[config.mk]
export PLATFORM = sky130hd
export DESIGN_NAME = windowed_cross_interval_engine_unit
export DESIGN_NICKNAME = d
export VERILOG_FILES = /design/src/hw/rtl/wcie_pkg.sv /design/src/hw/rtl/wcie_ctrl.sv /design/src/hw/rtl/wcie_dp.sv /design/src/hw/rtl/windowed_cross_interval_engine_unit.sv
export VERILOG_INCLUDE_DIRS = /design/src /design/src/hw/rtl
export SDC_FILE = /design/constraint.sdc
export NUM_CORES = 2
export LEC_CHECK = 0
export BUFFER_PORTS_ARGS = -buffer_cell sky130_fd_sc_hd__buf_2
export CORE_MARGIN = 2
export CORE_UTILIZATION = 40
export DETAILED_ROUTE_END_ITERATION = 10
export GPL_TIMING_DRIVEN = 0
export PLACE_DENSITY = 0.52
export SETUP_SLACK_MARGIN = 0.02
export SYNTH_ARGS = -nofsm -noshare
export SYNTH_HDL_FRONTEND = slang
export SYNTH_HIERARCHICAL = 1
export SYNTH_SLANG_ARGS = --single-unit
[constraint.sdc]
create_clock -name clk -period 10.3 [get_ports clk]
set_clock_uncertainty 0.05 [all_clocks]
set_input_delay 2.06 -clock clk [delete_from_list [all_inputs] [get_ports clk]]
set_output_delay 2.06 -clock clk [all_outputs]
set_load 0.02 [all_outputs]
[src/hw/rtl/windowed_cross_interval_engine_unit_defines.svh]
// assertion macros shared by the checking code of the interval engine
`ifndef WINDOWED_CROSS_INTERVAL_ENGINE_UNIT_DEFINES_SVH
`define WINDOWED_CROSS_INTERVAL_ENGINE_UNIT_DEFINES_SVH

// same-cycle implication, quiet during reset
`define WCIE_ASSERT_NOW(label, cond, conseq, msg) \
    label: assert property (@(posedge clk) disable iff (!rst_n) (cond) |-> (conseq)) \
        else $error(msg);

// next-cycle implication, quiet during reset
`define WCIE_ASSERT_NEXT(label, cond, conseq, msg) \
    label: assert property (@(posedge clk) disable iff (!rst_n) (cond) |=> (conseq)) \
        else $error(msg);

`endif

[src/hw/rtl/wcie_pkg.sv]
`timescale 1ns / 1ps

package wcie_pkg;

    localparam int STAMP_W  = 32;
    localparam int CLASS_W  = 8;
    localparam int IVAL_W   = STAMP_W + 1;
    localparam int COUNT_W  = 32;
    localparam int DEPTH    = 32;
    localparam int ADDR_W   = $clog2(DEPTH);
    localparam int FILL_W   = $clog2(DEPTH + 1);
    localparam int CFG_IDX_W  = 1;
    localparam int CFG_DATA_W = CLASS_W;

    // register indexes of the configuration port
    localparam logic [CFG_IDX_W-1:0] REG_REF_CLASS    = 1'd0;
    localparam logic [CFG_IDX_W-1:0] REG_TARGET_CLASS = 1'd1;

    // item operations
    localparam logic OP_EVENT  = 1'b0;
    localparam logic OP_WINDOW = 1'b1;

    // role bits of a buffered entry
    localparam int ROLE_REF_BIT = 0;
    localparam int ROLE_TGT_BIT = 1;

    typedef struct packed {
        logic accept;
        logic rd;
        logic gen_a;
        logic gen_b;
        logic flush;
    } wcie_cmd_t;

    typedef struct packed {
        logic evt_hit;
        logic more;
        logic need_a;
        logic need_b;
        logic can_gen;
        logic hold_valid;
    } wcie_sts_t;

endpackage

[src/hw/rtl/wcie_ctrl.sv]
`timescale 1ns / 1ps

module wcie_ctrl
(
    input  logic                clk,
    input  logic                rst_n,
    input  logic                in_valid,
    output logic                in_ready,
    input  wcie_pkg::wcie_sts_t sts,
    output wcie_pkg::wcie_cmd_t cmd
);

    localparam logic [2:0] S_IDLE   = 3'd0;
    localparam logic [2:0] S_WALK   = 3'd1;
    localparam logic [2:0] S_EVAL_A = 3'd2;
    localparam logic [2:0] S_EVAL_B = 3'd3;
    localparam logic [2:0] S_FLUSH  = 3'd4;

    logic [2:0] state_reg;
    logic [2:0] state_next;

    always_ff @(posedge clk or negedge rst_n)
    begin
        if (!rst_n)
        begin
            state_reg <= S_IDLE;
        end
        else
        begin
            state_reg <= state_next;
        end
    end

    assign in_ready = (state_reg == S_IDLE);

    always_comb
    begin
        state_next = state_reg;
        cmd        = '0;
        unique case (state_reg)
            S_IDLE:
            begin
                if (in_valid)
                begin
                    cmd.accept = 1'b1;
                    if (sts.evt_hit)
                    begin
                        state_next = S_WALK;
                    end
                end
            end
            S_WALK:
            begin
                if (sts.more)
                begin
                    cmd.rd     = 1'b1;
                    state_next = S_EVAL_A;
                end
                else
                begin
                    state_next = S_FLUSH;
                end
            end
            S_EVAL_A:
            begin
                // new event as reference first
                if (!sts.need_a || sts.can_gen)
                begin
                    cmd.gen_a = sts.need_a;
                    if (sts.need_b)
                    begin
                        state_next = S_EVAL_B;
                    end
                    else if (sts.more)
                    begin
                        cmd.rd = 1'b1;
                    end
                    else
                    begin
                        state_next = S_FLUSH;
                    end
                end
            end
            S_EVAL_B:
            begin
                if (sts.can_gen)
                begin
                    cmd.gen_b = 1'b1;
                    if (sts.more)
                    begin
                        cmd.rd     = 1'b1;
                        state_next = S_EVAL_A;
                    end
                    else
                    begin
                        state_next = S_FLUSH;
                    end
                end
            end
            S_FLUSH:
            begin
                // held result goes out marked last
                if (!sts.hold_valid)
                begin
                    state_next = S_IDLE;
                end
                else if (sts.can_gen)
                begin
                    cmd.flush  = 1'b1;
                    state_next = S_IDLE;
                end
            end
            default:
            begin
                state_next = S_IDLE;
            end
        endcase
    end

endmodule

[src/hw/rtl/wcie_dp.sv]
`timescale 1ns / 1ps

module wcie_dp
(
    input  logic                                 clk,
    input  logic                                 rst_n,
    input  logic                                 cfg_en,
    input  logic [wcie_pkg::CFG_IDX_W-1:0]       cfg_index,
    input  logic [wcie_pkg::CFG_DATA_W-1:0]      cfg_data,
    input  logic                                 operation,
    input  logic [wcie_pkg::STAMP_W-1:0]         stamp,
    input  logic [wcie_pkg::STAMP_W-1:0]         window_end,
    input  logic [wcie_pkg::CLASS_W-1:0]         event_class,
    output logic                                 out_valid,
    input  logic                                 out_ready,
    output logic signed [wcie_pkg::IVAL_W-1:0]   interval,
    output logic                                 last,
    output logic                                 buffer_full,
    output logic [wcie_pkg::COUNT_W-1:0]         total_count,
    input  wcie_pkg::wcie_cmd_t                  cmd,
    output wcie_pkg::wcie_sts_t                  sts
);

    logic [wcie_pkg::CLASS_W-1:0]  ref_class_reg;
    logic [wcie_pkg::CLASS_W-1:0]  target_class_reg;
    logic [wcie_pkg::STAMP_W-1:0]  win_start_reg;
    logic [wcie_pkg::STAMP_W-1:0]  win_end_reg;
    logic                          win_open_reg;
    logic [wcie_pkg::FILL_W-1:0]   fill_reg;
    logic [wcie_pkg::FILL_W-1:0]   limit_reg;
    logic [wcie_pkg::FILL_W-1:0]   idx_reg;
    logic [wcie_pkg::STAMP_W-1:0]  evt_time_reg;
    logic [1:0]                    evt_role_reg;
    logic                          evt_full_reg;

    logic [wcie_pkg::STAMP_W-1:0]  mem_time [wcie_pkg::DEPTH];
    logic [1:0]                    mem_role [wcie_pkg::DEPTH];
    logic [wcie_pkg::STAMP_W-1:0]  rd_time_reg;
    logic [1:0]                    rd_role_reg;

    logic                          hold_valid_reg;
    logic [wcie_pkg::IVAL_W-1:0]   hold_ival_reg;
    logic                          hold_full_reg;
    logic [wcie_pkg::COUNT_W-1:0]  hold_count_reg;
    logic [wcie_pkg::COUNT_W-1:0]  total_reg;
    logic [wcie_pkg::COUNT_W-1:0]  total_next;

    logic                          out_valid_reg;
    logic [wcie_pkg::IVAL_W-1:0]   out_ival_reg;
    logic                          out_last_reg;
    logic                          out_full_reg;
    logic [wcie_pkg::COUNT_W-1:0]  out_count_reg;

    logic [1:0]                    role;
    logic                          in_window;
    logic                          is_full;
    logic                          store;
    logic                          gen;
    logic                          out_free;
    logic [wcie_pkg::IVAL_W-1:0]   new_ival;

    // role and window check of the incoming request
    always_comb
    begin
        role = 2'b00;
        role[wcie_pkg::ROLE_REF_BIT] = (event_class == ref_class_reg);
        role[wcie_pkg::ROLE_TGT_BIT] = (event_class == target_class_reg);
    end

    assign in_window = win_open_reg && (stamp >= win_start_reg) && (stamp < win_end_reg);
    assign is_full   = (fill_reg >= wcie_pkg::FILL_W'(wcie_pkg::DEPTH));
    assign store     = cmd.accept && sts.evt_hit && !is_full;
    assign gen       = cmd.gen_a || cmd.gen_b;
    assign out_free  = !out_valid_reg || out_ready;

    always_comb
    begin
        sts            = '0;
        sts.evt_hit    = (operation == wcie_pkg::OP_EVENT) && in_window && (role != 2'b00);
        sts.more       = (idx_reg < limit_reg);
        sts.need_a     = evt_role_reg[wcie_pkg::ROLE_REF_BIT]
                         && rd_role_reg[wcie_pkg::ROLE_TGT_BIT];
        sts.need_b     = evt_role_reg[wcie_pkg::ROLE_TGT_BIT]
                         && rd_role_reg[wcie_pkg::ROLE_REF_BIT];
        sts.can_gen    = !hold_valid_reg || out_free;
        sts.hold_valid = hold_valid_reg;
    end

    // target minus reference, wrapped to the interval width
    always_comb
    begin
        if (cmd.gen_a)
        begin
            new_ival = {1'b0, rd_time_reg} - {1'b0, evt_time_reg};
        end
        else
        begin
            new_ival = {1'b0, evt_time_reg} - {1'b0, rd_time_reg};
        end
    end

    assign total_next = (total_reg == '1) ? total_reg : total_reg + 1'b1;

    // configuration, window, fill level, walk index, running count and hold/output valid state
    always_ff @(posedge clk or negedge rst_n)
    begin
        if (!rst_n)
        begin
            ref_class_reg    <= wcie_pkg::CLASS_W'(1);
            target_class_reg <= wcie_pkg::CLASS_W'(2);
            win_start_reg    <= '0;
            win_end_reg      <= '0;
            win_open_reg     <= 1'b0;
            fill_reg         <= '0;
            limit_reg        <= '0;
            idx_reg          <= '0;
            total_reg        <= '0;
            hold_valid_reg   <= 1'b0;
            out_valid_reg    <= 1'b0;
        end
        else
        begin
            if (cfg_en)
            begin
                unique case (cfg_index)
                    wcie_pkg::REG_REF_CLASS:    ref_class_reg    <= cfg_data;
                    wcie_pkg::REG_TARGET_CLASS: target_class_reg <= cfg_data;
                    default:                    ;
                endcase
            end
            if (cmd.accept && (operation == wcie_pkg::OP_WINDOW))
            begin
                win_start_reg <= stamp;
                win_end_reg   <= window_end;
                win_open_reg  <= 1'b1;
                fill_reg      <= '0;
            end
            if (cmd.accept && sts.evt_hit)
            begin
                // walk covers entries held before this event
                limit_reg <= fill_reg;
                idx_reg   <= '0;
            end
            else if (cmd.rd)
            begin
                idx_reg <= idx_reg + 1'b1;
            end
            if (store)
            begin
                fill_reg <= fill_reg + 1'b1;
            end
            if (gen)
            begin
                total_reg      <= total_next;
                hold_valid_reg <= 1'b1;
            end
            else if (cmd.flush)
            begin
                hold_valid_reg <= 1'b0;
            end
            if ((gen && hold_valid_reg) || cmd.flush)
            begin
                out_valid_reg <= 1'b1;
            end
            else if (out_ready)
            begin
                out_valid_reg <= 1'b0;
            end
        end
    end

    // event buffer, registered read
    always_ff @(posedge clk)
    begin
        if (store)
        begin
            mem_time[fill_reg[wcie_pkg::ADDR_W-1:0]] <= stamp;
            mem_role[fill_reg[wcie_pkg::ADDR_W-1:0]] <= role;
        end
        if (cmd.rd)
        begin
            rd_time_reg <= mem_time[idx_reg[wcie_pkg::ADDR_W-1:0]];
            rd_role_reg <= mem_role[idx_reg[wcie_pkg::ADDR_W-1:0]];
        end
    end

    // payload registers
    always_ff @(posedge clk)
    begin
        if (cmd.accept && sts.evt_hit)
        begin
            evt_time_reg <= stamp;
            evt_role_reg <= role;
            evt_full_reg <= is_full;
        end
        if (gen)
        begin
            hold_ival_reg  <= new_ival;
            hold_full_reg  <= evt_full_reg;
            hold_count_reg <= total_next;
        end
        if ((gen && hold_valid_reg) || cmd.flush)
        begin
            out_ival_reg  <= hold_ival_reg;
            out_last_reg  <= cmd.flush;
            out_full_reg  <= hold_full_reg;
            out_count_reg <= hold_count_reg;
        end
    end

    assign out_valid   = out_valid_reg;
    assign interval    = out_ival_reg;
    assign last        = out_last_reg;
    assign buffer_full = out_full_reg;
    assign total_count = out_count_reg;

endmodule

[src/hw/rtl/windowed_cross_interval_engine_unit.sv]
`timescale 1ns / 1ps
// channel   | handshake           | payload
// ----------+---------------------+------------------------------------------
// input     | in_valid/in_ready   | operation, stamp, window_end, event_class
// output    | out_valid/out_ready | interval, last, buffer_full, total_count
// config    | cfg_en (no wait)    | cfg_index, cfg_data
//
// window requests and events that miss the window or both classes need no buffer walk
// a hitting event walks the entries buffered before it through the buffer read port, one entry at a time,
// with an extra step for each buffered reference met by a target; the walk covers at most 32 entries,
// and ends by handing the held final result, if one is held, to the output register
// reset clears window, fill level, running count and handshake state; buffer is not cleared
// a stalled output holds the walk; the next request is taken while a result still waits

module windowed_cross_interval_engine_unit
(
    input  logic                                 clk,
    input  logic                                 rst_n,
    input  logic                                 cfg_en,
    input  logic [wcie_pkg::CFG_IDX_W-1:0]       cfg_index,
    input  logic [wcie_pkg::CFG_DATA_W-1:0]      cfg_data,
    input  logic                                 in_valid,
    output logic                                 in_ready,
    input  logic                                 operation,
    input  logic [wcie_pkg::STAMP_W-1:0]         stamp,
    input  logic [wcie_pkg::STAMP_W-1:0]         window_end,
    input  logic [wcie_pkg::CLASS_W-1:0]         event_class,
    output logic                                 out_valid,
    input  logic                                 out_ready,
    output logic signed [wcie_pkg::IVAL_W-1:0]   interval,
    output logic                                 last,
    output logic                                 buffer_full,
    output logic [wcie_pkg::COUNT_W-1:0]         total_count
);

`include "windowed_cross_interval_engine_unit_defines.svh"

    // command and status between sequencer and datapath
    wcie_pkg::wcie_cmd_t cmd;
    wcie_pkg::wcie_sts_t sts;

    // sequencer: accepts requests, walks the buffer, flushes the last result
    wcie_ctrl u_ctrl
    (
        .clk      (clk),
        .rst_n    (rst_n),
        .in_valid (in_valid),
        .in_ready (in_ready),
        .sts      (sts),
        .cmd      (cmd)
    );

    // datapath: window registers, event buffer, hold stage and output register
    wcie_dp u_dp
    (
        .clk         (clk),
        .rst_n       (rst_n),
        .cfg_en      (cfg_en),
        .cfg_index   (cfg_index),
        .cfg_data    (cfg_data),
        .operation   (operation),
        .stamp       (stamp),
        .window_end  (window_end),
        .event_class (event_class),
        .out_valid   (out_valid),
        .out_ready   (out_ready),
        .interval    (interval),
        .last        (last),
        .buffer_full (buffer_full),
        .total_count (total_count),
        .cmd         (cmd),
        .sts         (sts)
    );

    // nothing may be held back once a new request can be taken
    `WCIE_ASSERT_NOW(a_idle_hold_empty, in_ready, !sts.hold_valid, "result left in hold stage")

    // the walk must be finished when idle
    `WCIE_ASSERT_NOW(a_idle_walk_done, in_ready, !sts.more, "buffer walk still pending")

    // a result is only made when the hold stage can take it
    `WCIE_ASSERT_NOW(a_gen_room, cmd.gen_a || cmd.gen_b, sts.can_gen, "result made without room")

    // a flush lands in the output register as the last result
    `WCIE_ASSERT_NEXT(a_flush_last, cmd.flush, out_valid && last, "flushed result not marked last")

endmodule
Word level (Yosys, flattened, before mapping)
Memory sizes are Yosys's and may differ from the RTL's. A register that Yosys moved wholly into a read port is not among the register bits.
Cells that the tools add are included.
{"block": "totals", "ram_bits": 1088, "output_inout_bits": 69, "ff_bits": 304, "word_cells": 110, "memories": 2, "input_bits": 87}
{"block": "classes", "add_sub_neg": 5, "n_bitwise": 2, "n_mux": 34, "n_eq_ne": 13, "order_cmp": 4, "n_reduce_logical": 28}
{"memory": "u_dp.mem_time", "words": 32, "width": 32, "rd": 1, "rd_clocked_by_memory_dff": 1, "wr": 1, "line": "wcie_dp.sv:36", "rtl": "logic [wcie_pkg::STAMP_W-1:0] mem_time [wcie_pkg::DEPTH];"}
{"memory": "u_dp.mem_role", "words": 32, "width": 2, "rd": 1, "rd_clocked_by_memory_dff": 1, "wr": 1, "line": "wcie_dp.sv:37", "rtl": "logic [1:0] mem_role [wcie_pkg::DEPTH];"}
{"operator": "$sub 32x32->33", "n": 2}
{"operator": "$mux 33", "n": 1}
{"operator": "$add 32x1->32 const B", "n": 1}
{"operator": "$eq 32x32->1 const B", "n": 1}
{"operator": "$ge 32x32->1", "n": 1}
{"operator": "$lt 32x32->1", "n": 1}
{"operator": "$mux 32", "n": 1}
{"operator": "$mux 3", "n": 9}
{"operator": "$mux 6", "n": 4}
{"operator": "$eq 8x8->1", "n": 2}
{"operator": "$mux 1", "n": 16}
{"operator": "$pmux 3 s5", "n": 1}
{"operator": "$add 6x1->6 const B", "n": 2}
{"operator": "$logic_and 1x1->1", "n": 10}
{"operator": "$reduce_bool 2->1", "n": 5}
{"operator": "$eq 3x2->1 const B", "n": 2}
{"operator": "$ge 6x6->1 const B", "n": 1}
{"operator": "$lt 6x6->1", "n": 1}
{"operator": "$ne 2x1->1 const B", "n": 3}
{"operator": "$ne 3x3->1 const B", "n": 2}
{"operator": "$reduce_and 6->1", "n": 1}
{"operator": "$logic_or 1x1->1", "n": 5}
{"operator": "$logic_not 1->1", "n": 4}
{"operator": "$reduce_and 2->1", "n": 2}
{"operator": "other kinds (7)", "n": 8}

Logic depth before layout (Yosys ltp)
{"block": "depth", "ltp_word": 10, "ltp_mapped": 14, "depth_no_buf": 13}

Hierarchy
The synthesis kept the hierarchy.
{"mod": "wcie_dp", "cells_per_inst": 3079, "instances": 1, "seq_area_each_um2": 42067.8, "area_each_um2": 58716.3}
{"mod": "wcie_ctrl", "cells_per_inst": 27, "instances": 1, "seq_area_each_um2": 75.1, "area_each_um2": 250.2}

Least setup slack after synthesis
OpenSTA, ideal clock, no wires.
{"block": "synth_path", "path_type": "in2reg", "from": "input event_class[6] in the netlist's numbering", "to": "memory u_dp.mem_role[10][0], enable pin", "path_buffers": 1, "cell_stages": 8, "required_time_ns": 9.855, "setup_time_ns": 0.395, "arrival_time_ns": 5.237, "path_slack_ns": 4.618, "path_cell_list": "xnor2_1 > nand4_1 > nor2_1 > o21ai_0 > a2111o_1 > nor3_4 > clkbuf_1 > and3_1"}
{"block": "synth_via", "elab_chain_cells": 7, "word_cells_on_any_way": 8, "classes_between": "eq/ne (2); mux (2); reduce/logical (4)"}
{"element": "from (decl)", "line": "windowed_cross_interval_engine_unit.sv:27", "rtl": "input logic [wcie_pkg::CLASS_W-1:0] event_class,"}
{"element": "$eq 8x8->1", "line": "wcie_dp.sv:66", "rtl": "role[wcie_pkg::ROLE_REF_BIT] = (event_class == ref_class_reg);"}
{"element": "via u_dp.role[0]", "line": "wcie_dp.sv:54", "rtl": "logic [1:0] role;"}
{"element": "$reduce_bool 2->1", "line": "wcie_dp.sv:79", "rtl": "sts.evt_hit = (operation == wcie_pkg::OP_EVENT) && in_window && (role != 2'b00);"}
{"element": "$logic_and 1x1->1", "line": "wcie_dp.sv:79"}
{"element": "$logic_and 1x1->1 (2 in series)", "line": "wcie_dp.sv:72", "rtl": "assign store = cmd.accept && sts.evt_hit && !is_full;"}
{"element": "$mux 1", "line": "wcie_dp.sv:175", "rtl": "if (store)"}
{"element": "$mux 1 (implied by the code)", "line": "wcie_dp.sv:178", "rtl": "mem_role[fill_reg[wcie_pkg::ADDR_W-1:0]] <= role;"}
{"element": "to (decl)", "line": "wcie_dp.sv:37"}
The timed path passes the listed nets, and every way through them passes these cells.

Worst setup path in the final report
{"block": "layout_path", "from": "input stamp[15] in the netlist's numbering", "to": "memory u_dp/mem_time[20][12] in the netlist's numbering, enable pin"}
{"block": "layout_via", "elab_chain_cells": 9, "word_cells_on_any_way": 10, "classes_between": "order compare (2); mux (2); reduce/logical (6)"}
{"element": "from (decl)", "line": "windowed_cross_interval_engine_unit.sv:25", "rtl": "input logic [wcie_pkg::STAMP_W-1:0] stamp,"}
{"element": "$ge 32x32->1", "line": "wcie_dp.sv:70", "rtl": "assign in_window = win_open_reg && (stamp >= win_start_reg) && (stamp < win_end_reg);"}
{"element": "$logic_and 1x1->1", "line": "wcie_dp.sv:70"}
{"element": "$logic_and 1x1->1 (*)", "line": "wcie_dp.sv:70"}
{"element": "$logic_and 1x1->1 (*) (2 in series)", "line": "wcie_dp.sv:79"}
{"element": "$logic_and 1x1->1 (*) (2 in series)", "line": "wcie_dp.sv:72"}
{"element": "$mux 1 (*)", "line": "wcie_dp.sv:175"}
{"element": "$mux 1 (implied by the code) (*)", "line": "wcie_dp.sv:177", "rtl": "mem_time[fill_reg[wcie_pkg::ADDR_W-1:0]] <= stamp;"}
{"element": "to (decl)", "line": "wcie_dp.sv:36"}
Mark *: on every way between the ends. The rest lies on a longest branch, timed or not.

==> summary.txt <==
Status -> complete, no violations
Core Rows -> 140
Initial antenna violation count -> 7
Maxcap violations -> 0
Port bufs -> 155
Post-synthesis cell type count -> 80
Largest register FFs -> 1,024
Rel. slew slack -> 0.05097
WP data required -> 10.69 ns
Total number of vias -> 30.43k
Ys flop type -> edfxtp_1
DIE WIDTH -> 388.0 um
Register area -> 42,140 um2
Initial Util -> 0.4036
Commonest non-fill, non-tap cell in the layout -> edfxtp_1
Hpwl dp -> 106.5 mm
Synthesized area per cell -> 18.98 um2
CP Capture Type -> register
Comb power frac -> 0.239
Hold Path Class -> reg -> reg
Area growth syn-to-layout -> 15.15%
Most frequent cells in the layout -> edfxtp_1, mux4_2, buf_2, clkbuf_16, inv_1
Crit path DAT -> 6.28 ns
Die span in y -> 388.0 um
Post-CTS Setup Bufs -> 0
Hold buffers post-CTS -> 0
Synth Cell Area -> 58,970 um2
I/O Pins -> 156
Psw -> 4.349 mW
Grt ovf -> 0
Syn nets -> 3,333
FF-to-FF End -> u_dp/mem_time[20][12]$_DFFE_PP_
Fillcell total -> 12.35k
P_leak -> 23.26 nW
Area of the multi-input gates -> 15,720 um2
Sequential area share after synthesis -> 0.7147
Hold WS -> 0.3602 ns
Crit path cell chain -> buf_2 > ha_1 > a21oi_1 > o21ai_0 > a41o_1 > and2_0 > a2111o_1 > nor3_4 > clkbuf_1 > and3_2 > buf_12
Internal Power -> 11.23 mW
Cells after synthesis -> 3,106
Critical Path Slowest Stage Cell -> and3_2
GR Util All Layers -> 0.2042
Synth async-reset ratio -> 0.09537
GPL Wtd Cong -> 0.8276
Post-DP Area -> 63,030 um2
Vias in the first global route -> 31.80k
EDFF count, synth -> 1,290
Fin area -> 67,900 um2
Layout cells sized above 1 -> 0.2712
Global-route wire length before repair -> 220.9 mm
Clk Latency, worst-skew pair -> 0.78 ns
Final Net Count -> 3,688
Reg-to-Reg Start -> u_dp/win_end_reg[19]$_DFFE_PN0P_
Worst-path clk slew -> 0.06 ns
Setup TNS -> 0 ns
CTS Buffer Depth -> 3
R2R setup slack -> 5.83 ns
Sequential power share -> 0.423
Final slew viol count -> 0
Least-Margin Pin Slew -> 1.424 ns
Path depth of the worst reg2reg path -> 10
Final setup viols -> 0
CTS resizes -> 0
Yosys Warn Count -> 6
DR vias/cell -> 5.526
Min Tclk post-route -> 5.887 ns
Clock sinks -> 1,426
Final hold vios -> 0
H-tree levels -> 4
Final Util -> 0.4648
Detail Route Antenna Nets -> 0
WL per Instance -> 27.97 um
Crit Path Category -> in -> reg
CORE AREA -> 146,100 um2
Largest fanout on the critical path -> 36
Pin count of the biggest net entering global routing -> 92
CTS Buf Count -> 155
Sw Share -> 0.2792
Top-area cell type share of the netlist area -> 0.6569
CTS tree -> built
Die area -> 150,500 um2
Min-delay src -> u_dp/hold_full_reg$_DFFE_PN_
Tcrit/Tclk final -> 0.5716
RSZ-0062 raised after global routing -> no
Root buf cell -> clkbuf_16
Max frequency -> 169.9 MHz
Routed WL -> 154.1 mm
Cell Pwr Density -> 229.4 nW/um2
DRC violations left -> 0
Worst Setup Start Kind -> primary input
Worst vdd ir -> 0.2388 mV
Post-synth top area cell -> edfxtp_1
First-pass DRT Iterations -> 5
Top cells by area, synth -> edfxtp_1, mux4_2, dfrtp_1, ha_1, mux2_2
Hold Path End -> u_dp/buffer_full$_DFFE_PP_
Yosys reg bits -> 1,426
Hold Crit Depth -> 0
Clock share of power -> 0.339
Iter 0 DRT Violations -> 2,492
Slowest stage delay, CP -> 0.69 ns
cell families (layout without fill, tap and decap cells):
logic type / Yosys count / after routing / share of synthesized area
fa+ha+maj: 140 / 140 / 0.02996
flops: 1426 / 1426 / 0.7147
compound gates: 297 / 297 / 0.03196
simple gates: 367 / 367 / 0.03193
xor+xnor: 111 / 111 / 0.01649
buf+inv: 291 / 773 / 0.01973
other cells: 0 / 2 / 0
mux: 474 / 474 / 0.1552
worst max-delay path: cells and delay by family:
kind | cells | cell delay (ns)
adders and majority gates | 1 | 0.40
AOI/OAI and AO/OA | 4 | 1.20
and+or+nand+nor | 3 | 1.29
buffers and inverters | 3 | 1.24
metal layers:
layer	vias to the layer above	share of wire	global-route usage
li1	13191	-	-
met5	-	0	0
met3	210	0.051	0.03380
met2	871	0.51	0.3512
met1	16161	0.42	0.2692
met4	0	0.021	0.05433
stage by stage:
stage | total power, mW | std cells | setup WS (ns)
6_report | 15.58 | 5507 | 4.413
5_1_grt | 16.22 | 5505 | 4.136
4_1_cts | 15.79 | 5505 | 4.350
3_5_place_dp | 10.48 | 5221 | 3.561
3_3_place_gp | 10.39 | 5178 | 1.613
2_1_floorplan | 9.119 | 3106 | 4.618
cell usage after synthesis (12+ instances only):
library cell,number
dfrtp_1,134
o21ai_0,68
nor3_1,23
mux4_2,340
and3_1,43
o21bai_1,12
nor2b_1,13
nand3_1,34
a21o_1,15
buf_2,32
mux2_2,123
xor2_1,40
inv_1,157
clkbuf_1,85
nor2_1,69
ha_1,138
a211oi_1,19
xnor2_1,71
a21oi_1,104
nand4_1,30
nand2_1,103
edfxtp_1,1290
power by group through the flow:
stage / Clock (mW) / Sequential, mW / Combinational, mW
finish: 5.28 / 6.58 / 3.72
global route: 5.65 / 6.59 / 3.98
CTS: 5.42 / 6.58 / 3.79
detailed placement: 0 / 6.70 / 3.77
global placement: 0 / 6.70 / 3.70
floorplan: 0 / 6.68 / 2.44
worst max path at each step:
stage / startpoint / endpoint / slack, ns / cells past startpoint
final: stamp[15] / u_dp/mem_time[20][12]$_DFFE_PP_ / 4.41 / 11
after floorplan: event_class[6] / u_dp/mem_role[10][0]$_DFFE_PP_ / 4.62 / 8
after detailed placement: stamp[15] / u_dp/mem_time[20][16]$_DFFE_PP_ / 3.56 / 11
after global placement: stamp[0] / u_dp/mem_time[16][18]$_DFFE_PP_ / 1.61 / 11
after CTS: stamp[15] / u_dp/mem_time[20][12]$_DFFE_PP_ / 4.35 / 11
after global routing: stamp[15] / u_dp/mem_time[21][12]$_DFFE_PP_ / 4.14 / 11
final cells by class:
| type | count | share of cell area |
|---|---|---|
| flip-flops and latches | 1426 | 0.6207 |
| well taps | 1917 | 0.03533 |
| clock buffers | 199 | 0.06122 |
| repair buffers | 198 | 0.02357 |
| diodes | 2 | 0.00007371 |
| inverters | 157 | 0.008679 |
| clock inverters | 85 | 0.01047 |
| plain buffers | 134 | 0.008532 |
| multi-input cells | 1389 | 0.2315 |
Note: power is estimated with default switching activity, not from simulation.
